### src/design/cvbc_pkg.sv
package cvbc_pkg;

  localparam int unsigned TEMP_W  = 16;
  localparam int unsigned POS_W   = 10;
  localparam int unsigned NUM_W   = TEMP_W + POS_W;
  localparam int unsigned CNT_W   = 4;

  localparam logic [POS_W-1:0] POS_SCALE = 10'd1000;
  localparam logic [POS_W-1:0] POS_FULL  = 10'd1000;
  localparam logic [POS_W-1:0] POS_ZERO  = 10'd0;
  localparam logic [CNT_W-1:0] DIV_STEPS = 4'd10;

  localparam logic REG_BAND_LOW  = 1'b0;
  localparam logic REG_BAND_HIGH = 1'b1;

  localparam logic signed [TEMP_W-1:0] BAND_LOW_RST  = 16'sd0;
  localparam logic signed [TEMP_W-1:0] BAND_HIGH_RST = 16'sd1000;

  typedef enum logic [1:0] {
    ST_IDLE,
    ST_LOAD,
    ST_DIVIDE,
    ST_WRITE
  } cvbc_state_e;

  typedef struct packed {
    logic busy;
    logic done;
  } cvbc_div_stat_t;

endpackage

### src/design/cvbc_div.sv
module cvbc_div
  import cvbc_pkg::*;
(
  input  logic                  clk_i,
  input  logic                  rst_ni,
  input  logic                  start_i,
  input  logic [TEMP_W-1:0]     diff_i,
  input  logic [TEMP_W-1:0]     den_i,
  output cvbc_div_stat_t        stat_o,
  output logic [POS_W-1:0]      quo_o
);

  logic [NUM_W-1:0]  num;
  logic [TEMP_W-1:0] rem_q, rem_d;
  logic [POS_W-1:0]  low_q, low_d;
  logic [POS_W-1:0]  quo_q, quo_d;
  logic [TEMP_W-1:0] den_q, den_d;
  logic [CNT_W-1:0]  cnt_q, cnt_d;
  logic              busy_q, busy_d;
  logic              done_q, done_d;
  logic [TEMP_W:0]   trial;
  logic              fits;

  // scale by 1000, registered into the remainder and shift-in bits
  assign num   = NUM_W'(diff_i) * NUM_W'(POS_SCALE);
  assign trial = {rem_q, low_q[POS_W-1]} - {1'b0, den_q};
  assign fits  = !trial[TEMP_W];

  always_comb begin
    rem_d  = rem_q;
    low_d  = low_q;
    quo_d  = quo_q;
    den_d  = den_q;
    cnt_d  = cnt_q;
    busy_d = busy_q;
    done_d = 1'b0;
    if (start_i) begin
      rem_d  = num[NUM_W-1:POS_W];
      low_d  = num[POS_W-1:0];
      den_d  = den_i;
      cnt_d  = DIV_STEPS;
      busy_d = 1'b1;
    end else if (busy_q) begin
      // one restoring step per cycle
      rem_d = fits ? trial[TEMP_W-1:0] : {rem_q[TEMP_W-2:0], low_q[POS_W-1]};
      low_d = {low_q[POS_W-2:0], 1'b0};
      quo_d = {quo_q[POS_W-2:0], fits};
      cnt_d = cnt_q - CNT_W'(1);
      if (cnt_q == CNT_W'(1)) begin
        busy_d = 1'b0;
        done_d = 1'b1;
      end
    end
  end

  always_ff @(posedge clk_i or negedge rst_ni) begin
    if (!rst_ni) begin
      busy_q <= 1'b0;
      done_q <= 1'b0;
      cnt_q  <= '0;
    end else begin
      busy_q <= busy_d;
      done_q <= done_d;
      cnt_q  <= cnt_d;
    end
  end

  always_ff @(posedge clk_i) begin
    rem_q <= rem_d;
    low_q <= low_d;
    quo_q <= quo_d;
    den_q <= den_d;
  end

  assign stat_o.busy = busy_q;
  assign stat_o.done = done_q;
  assign quo_o       = quo_q;

endmodule

### src/design/cooling_valve_band_controller.sv
// channel  | handshake                    | payload
// in       | in_valid_i / in_stall_o      | temperature_i, start_request_i,
//          |                              | manual_open_active_i, manual_close_active_i
// out      | out_valid_o / out_stall_i    | command_issued_o, set_auto_mode_o,
//          |                              | analog_position_o, digital_open_o
// cfg      | cfg_wr_en_i                  | cfg_idx_i, cfg_data_i
//
// an enabled transaction inside a non-empty band goes through accept, scale, 10 restoring
// divider steps, divider done, write to the output register; any other skips to
// the write. reset clears the sequencer, previous enable, and loads band 0 to 1000
// the output register holds a result under out_stall_i; the next transaction
// is accepted while it waits, and the write stage waits for the register to free
module cooling_valve_band_controller
  import cvbc_pkg::*;
(
  input  logic                     clk_i,
  input  logic                     rst_ni,
  input  logic                     cfg_wr_en_i,
  input  logic                     cfg_idx_i,
  input  logic [TEMP_W-1:0]        cfg_data_i,
  input  logic                     in_valid_i,
  output logic                     in_stall_o,
  input  logic signed [TEMP_W-1:0] temperature_i,
  input  logic                     start_request_i,
  input  logic                     manual_open_active_i,
  input  logic                     manual_close_active_i,
  output logic                     out_valid_o,
  input  logic                     out_stall_i,
  output logic                     command_issued_o,
  output logic                     set_auto_mode_o,
  output logic [POS_W-1:0]         analog_position_o,
  output logic                     digital_open_o
);

  cvbc_state_e state_q, state_d;

  logic signed [TEMP_W-1:0] band_low_q, band_high_q;
  logic                     prev_en_q;

  logic                     in_acc;
  logic                     en;
  logic                     below;
  logic                     above;
  logic                     use_div;
  logic signed [TEMP_W:0]   diff;
  logic signed [TEMP_W:0]   span;

  logic                     use_div_q;
  logic                     res_issued_q;
  logic                     res_auto_q;
  logic [POS_W-1:0]         res_pos_q;
  logic                     res_dig_q;
  logic [TEMP_W-1:0]        diff_q;
  logic [TEMP_W-1:0]        den_q;

  logic                     div_start;
  cvbc_div_stat_t           div_stat;
  logic [POS_W-1:0]         quo;
  logic [POS_W-1:0]         pos_sel;
  logic                     wr_en;

  logic                     out_valid_q;
  logic                     out_issued_q;
  logic                     out_auto_q;
  logic [POS_W-1:0]         out_pos_q;
  logic                     out_dig_q;

  assign in_acc  = in_valid_i && !in_stall_o;
  assign en      = start_request_i && !manual_open_active_i && !manual_close_active_i;
  assign below   = temperature_i < band_low_q;
  assign above   = temperature_i > band_high_q;
  assign diff    = {temperature_i[TEMP_W-1], temperature_i} - {band_low_q[TEMP_W-1], band_low_q};
  assign span    = {band_high_q[TEMP_W-1], band_high_q} - {band_low_q[TEMP_W-1], band_low_q};
  assign use_div = en && !below && !above && (band_high_q > band_low_q);

  always_ff @(posedge clk_i or negedge rst_ni) begin
    if (!rst_ni) begin
      band_low_q  <= BAND_LOW_RST;
      band_high_q <= BAND_HIGH_RST;
    end else if (cfg_wr_en_i) begin
      unique case (cfg_idx_i)
        REG_BAND_LOW:  band_low_q  <= cfg_data_i;
        REG_BAND_HIGH: band_high_q <= cfg_data_i;
        default: ;
      endcase
    end
  end

  always_ff @(posedge clk_i or negedge rst_ni) begin
    if (!rst_ni) begin
      prev_en_q <= 1'b0;
    end else if (in_acc) begin
      prev_en_q <= en;
    end
  end

  // transaction decode, payload only
  always_ff @(posedge clk_i) begin
    if (in_acc) begin
      use_div_q    <= use_div;
      res_issued_q <= en || prev_en_q;
      res_auto_q   <= en && !prev_en_q;
      res_pos_q    <= (en && above && !below) ? POS_FULL : POS_ZERO;
      res_dig_q    <= en && below;
      diff_q       <= diff[TEMP_W-1:0];
      den_q        <= span[TEMP_W-1:0];
    end
  end

  cvbc_div u_div (
    .clk_i   (clk_i),
    .rst_ni  (rst_ni),
    .start_i (div_start),
    .diff_i  (diff_q),
    .den_i   (den_q),
    .stat_o  (div_stat),
    .quo_o   (quo)
  );

  always_comb begin
    state_d = state_q;
    unique case (state_q)
      ST_IDLE:   if (in_acc) state_d = use_div ? ST_LOAD : ST_WRITE;
      ST_LOAD:   state_d = ST_DIVIDE;
      ST_DIVIDE: if (div_stat.done) state_d = ST_WRITE;
      ST_WRITE:  if (wr_en) state_d = ST_IDLE;
      default:   state_d = ST_IDLE;
    endcase
  end

  always_comb begin
    in_stall_o = (state_q != ST_IDLE);
    div_start  = (state_q == ST_LOAD);
    wr_en      = (state_q == ST_WRITE) && (!out_valid_q || !out_stall_i);
  end

  always_ff @(posedge clk_i or negedge rst_ni) begin
    if (!rst_ni) begin
      state_q <= ST_IDLE;
    end else begin
      state_q <= state_d;
    end
  end

  assign pos_sel = !use_div_q ? res_pos_q : ((quo > POS_FULL) ? POS_FULL : quo);

  always_ff @(posedge clk_i or negedge rst_ni) begin
    if (!rst_ni) begin
      out_valid_q <= 1'b0;
    end else if (wr_en) begin
      out_valid_q <= 1'b1;
    end else if (!out_stall_i) begin
      out_valid_q <= 1'b0;
    end
  end

  always_ff @(posedge clk_i) begin
    if (wr_en) begin
      out_issued_q <= res_issued_q;
      out_auto_q   <= res_auto_q;
      out_pos_q    <= pos_sel;
      out_dig_q    <= res_dig_q;
    end
  end

  assign out_valid_o       = out_valid_q;
  assign command_issued_o  = out_issued_q;
  assign set_auto_mode_o   = out_auto_q;
  assign analog_position_o = out_pos_q;
  assign digital_open_o    = out_dig_q;

  a_stall_after_accept: assert property (@(posedge clk_i) disable iff (!rst_ni)
    in_valid_i && !in_stall_o |=> in_stall_o)
    else $error("input not stalled after transaction");

  a_done_in_divide: assert property (@(posedge clk_i) disable iff (!rst_ni)
    div_stat.done |-> state_q == ST_DIVIDE)
    else $error("divider done outside divide state");

  a_pos_range: assert property (@(posedge clk_i) disable iff (!rst_ni)
    out_valid_o |-> analog_position_o <= POS_FULL)
    else $error("analog position above full scale");

  a_idle_result: assert property (@(posedge clk_i) disable iff (!rst_ni)
    out_valid_o && !command_issued_o |->
      analog_position_o == POS_ZERO && !digital_open_o && !set_auto_mode_o)
    else $error("idle result carries a command");

endmodule

### config.mk
export PLATFORM = sky130hd
export DESIGN_NAME = cooling_valve_band_controller
export DESIGN_NICKNAME = d
export VERILOG_FILES = /design/src/design/cvbc_pkg.sv /design/src/design/cvbc_div.sv /design/src/design/cooling_valve_band_controller.sv
export SDC_FILE = /design/constraint.sdc
export NUM_CORES = 1
export LEC_CHECK = 0
export BUFFER_PORTS_ARGS = -buffer_cell sky130_fd_sc_hd__clkbuf_2
export CORE_ASPECT_RATIO = 0.8
export CORE_MARGIN = 4
export CORE_UTILIZATION = 45
export DETAILED_ROUTE_END_ITERATION = 8
export GPL_ROUTABILITY_DRIVEN = 0
export PLACE_DENSITY = 0.62
export SKIP_CTS_REPAIR_TIMING = 1
export SLEW_MARGIN = 20
export SYNTH_ARGS = -nofsm -noshare
export SYNTH_HDL_FRONTEND = slang
export SYNTH_SLANG_ARGS = --single-unit
export TNS_END_PERCENT = 10
### constraint.sdc
create_clock -name clk_i -period 6.3 [get_ports clk_i]
set_input_delay 1.89 -clock clk_i [delete_from_list [all_inputs] [get_ports clk_i]]
set_output_delay 1.89 -clock clk_i [all_outputs]
set_load 0.01 [all_outputs]
==> results.sh <==
export IMPL_critPathSlowestCell="fa_1"
export IMPL_synth_edf_count=99
export IMPL_hold_depth=0
export IMPL_syn_avg_cell_area_um2=10.7
export IMPL_hpwlAfterDp_mm=16.2
export IMPL_final_util=0.517
export IMPL_cts_tree="yes"
export IMPL_end_kind="flip-flop"
export IMPL_ys_seq_area_frac=0.381
export IMPL_rsz0062_at_grt="no"
export IMPL_skew_ns=0.0116
export IMPL_groute_usage_overall=0.162
export IMPL_ctsHtreeMaxLevel=4
export IMPL_grt_pass1_wl_mm=35.1
export IMPL_post_synth_top_area_cell="edfxtp_1"
export IMPL_ioPinCount=56
export IMPL_crit_path_max_incr_delay_ns=0.51
export IMPL_clock_sinks=141
export IMPL_syn_to_final_growth_pct=11.4
export IMPL_cts_buffer_depth=2
export IMPL_worstSetupPathType="flip-flop to flip-flop"
export IMPL_ff2ff_setup_slack_ns=1.45
export IMPL_yosys_register_bits=141
export IMPL_setup_violations=0
export IMPL_clock_latency_ns=0.42
export IMPL_crit_path_start_kind="flip-flop"
export IMPL_ys_top_cells_by_area="edfxtp_1 28%, ha_1 15%, fa_1 11%, dfrtp_1 8.5%, inv_1 5.5%"
export IMPL_status="finished clean"
export IMPL_nNetsFinal=1275
export IMPL_arrival_ns=5.00
export IMPL_path_max_fanout=5
export IMPL_postRouteAntennaNets=0
export IMPL_crit_chain="inv_1, fa_1, fa_1, inv_1, fa_1, inv_1, fa_1, inv_1, ha_1, a21oi_1, o21ai_0, o21a_1, a211oi_1, o21ai_0, xor2_1, nand2_1, o21ai_0"
export IMPL_r2r_end="u_div.rem_q[14]$_DFFE_PP_"
export IMPL_drt_initial_drc_count=338
export IMPL_critPathRequiredTime_ns=6.45
export IMPL_synthCells=988
export IMPL_slew_headroom=0.416
export IMPL_slew_viol_final=0
export IMPL_antenna_cells=0
export IMPL_synthFlopType="edfxtp_1"
export IMPL_synth_area_um2=10600
export IMPL_worst_r2r_cell_count=17
export IMPL_die_area_um2=26100
export IMPL_overflow=0
export IMPL_hp_class="flip-flop to flip-flop"
export IMPL_cts_made_buffers=17
export IMPL_post_drt_wl_per_cell_um=14.9
export IMPL_rows=49
export IMPL_avgViaCountPerCell=5.10
export IMPL_io_buffers=55
export IMPL_postRouteWirelength_mm=20.4
export IMPL_grt_max_degree=48
export IMPL_drcViolationCount=0
export IMPL_antenna_found_initial=0
export IMPL_worst_slew_pin_slew_ns=0.874
export IMPL_setup_tns_ns=0
export IMPL_cts_root_buf="clkbuf_16"
export IMPL_async_reset_ff_frac=0.298
export IMPL_min_period_ns=4.85
export IMPL_dieHeight_um=145
export IMPL_start_util=0.464
export IMPL_hold_violations=0
export IMPL_fin_crit_sh=0.770
export IMPL_r2r_start="diff_q[11]$_DFFE_PP_"
export IMPL_hold_path_startpoint="den_q[9]$_DFFE_PP_"
export IMPL_whs_endpoint="u_div.den_q[9]$_DFFE_PP_"
export IMPL_core_area_um2=22800
export IMPL_synth_net_count=1210
export IMPL_drive_gt1_frac=0.123
export IMPL_num_vias=7003
export IMPL_clk_pin_slew_ns=0.06
export IMPL_fmax_ghz=0.206
export IMPL_yosysTopAreaCellShare=0.281
export IMPL_ys_types=67
export IMPL_max_cap_violations=0
export IMPL_firstDrtPassIters=5
export IMPL_yosys_warnings=0
export IMPL_die_w_um=179
export IMPL_grt_pass1_vias=7180
[critical path: cells and delay by family (launching register included)]
family | cells | cell delay [ns]
buf+inv | 4 | 0.39
compound gates | 6 | 1.21
xor+xnor | 1 | 0.16
simple gates | 1 | 0.06
flops | 1 | 0.42
fa+ha+maj | 5 | 2.34
[placed cells by master (no fill, tap or decap), drive strengths merged, types with 12 or more instances in the layout]
master	instances
nand2	69
dfrtp	36
inv	156
xnor2	44
and3	12
fa	57
nor3	15
a21oi	49
a21o	20
ha	124
mux2i	21
nor2	43
edfxtp	99
clkbuf	76
mux2	23
o21a	13
o21ai	52
[layer usage]
| metal | vias up | GRT usage | part of all wire |
|---|---|---|---|
| li1 | 3572 | - | - |
| met1 | 3307 | 0.243 | 0.53 |
| met2 | 107 | 0.246 | 0.43 |
| met3 | 17 | 0.0293 | 0.027 |
| met4 | 0 | 0.0354 | 0.0099 |
| met5 | - | 0 | 0 |
[synth_stat cells (all sizes together), types with 4 or more instances]
cell and number:
mux2i 21, xor2 9, a21o 20, o21a 13, xnor2 44, a21oi 49, a211oi 9, and4 5
nor3 15, o21bai 4, nand2b 11, or2 4, and3 12, and2 4, mux2 23, o31a 4
nor2b 11, nand2 69, a31oi 7, dfstp 6, edfxtp 99, dfrtp 36, nand3 10, buf 4
inv 155, a21boi 5, nand4 10, ha 124, clkbuf 8, nor2 43, fa 57, o21ai 52
[state kept, by name, summed over array words and instances, names as in the netlist, 2 cells and up]
register	count
diff_q	16
band_low_q	16
u_div.quo_o	10
band_high_q	16
u_div.den_q	16
u_div.rem_q	16
u_div.cnt_q	4
analog_position_o	10
den_q	16
u_div.low_q	7
state_q	2
[through the flow]
step | setup slack, ns | instances | hold slack (ns) | area (um^2)
4_1_cts | 1.41 | 1372 | 0.418 | 11800
5_1_grt | 1.15 | 1372 | 0.424 | 11800
2_1_floorplan | 1.82 | 988 | 0.400 | 10600
6_report | 1.45 | 1372 | 0.416 | 11800
3_5_place_dp | 1.44 | 1340 | 0.405 | 11200
3_3_place_gp | 1.56 | 1340 | 0.401 | 11200
[area by class of cell]
type                       count  area [um^2]
clock buffer                  21          440
fill                        2061        11000
sequential                   141         4030
timing repair buffer          58          298
multi-input combinational    680         5920
inverter                     155          582
clock inverter                11          143
tap                          306          383
[worst max path at each step]
stage / from / end / slack, ns / cells after the start
after floorplan: diff_q[10]$_DFFE_PP_ / u_div.rem_q[14]$_DFFE_PP_ / 1.82 / 17
after global placement: diff_q[11]$_DFFE_PP_ / u_div.rem_q[14]$_DFFE_PP_ / 1.56 / 17
after detailed placement: diff_q[11]$_DFFE_PP_ / u_div.rem_q[14]$_DFFE_PP_ / 1.44 / 17
after CTS: diff_q[11]$_DFFE_PP_ / u_div.rem_q[14]$_DFFE_PP_ / 1.41 / 17
after global routing: diff_q[9]$_DFFE_PP_ / u_div.rem_q[14]$_DFFE_PP_ / 1.15 / 15
final: diff_q[11]$_DFFE_PP_ / u_div.rem_q[14]$_DFFE_PP_ / 1.45 / 17
[logic make-up after synthesis]
logic type / after synthesis / share of synthesized area
xor+xnor: 53 / 0.0438
flops: 141 / 0.381
buf+inv: 167 / 0.0616
simple gates: 208 / 0.0972
mux: 44 / 0.0443
fa+ha+maj: 181 / 0.254
compound gates: 194 / 0.118
Power is not shown: default switching activity piles up to over one toggle a cycle in this logic, so the estimate is an artifact.
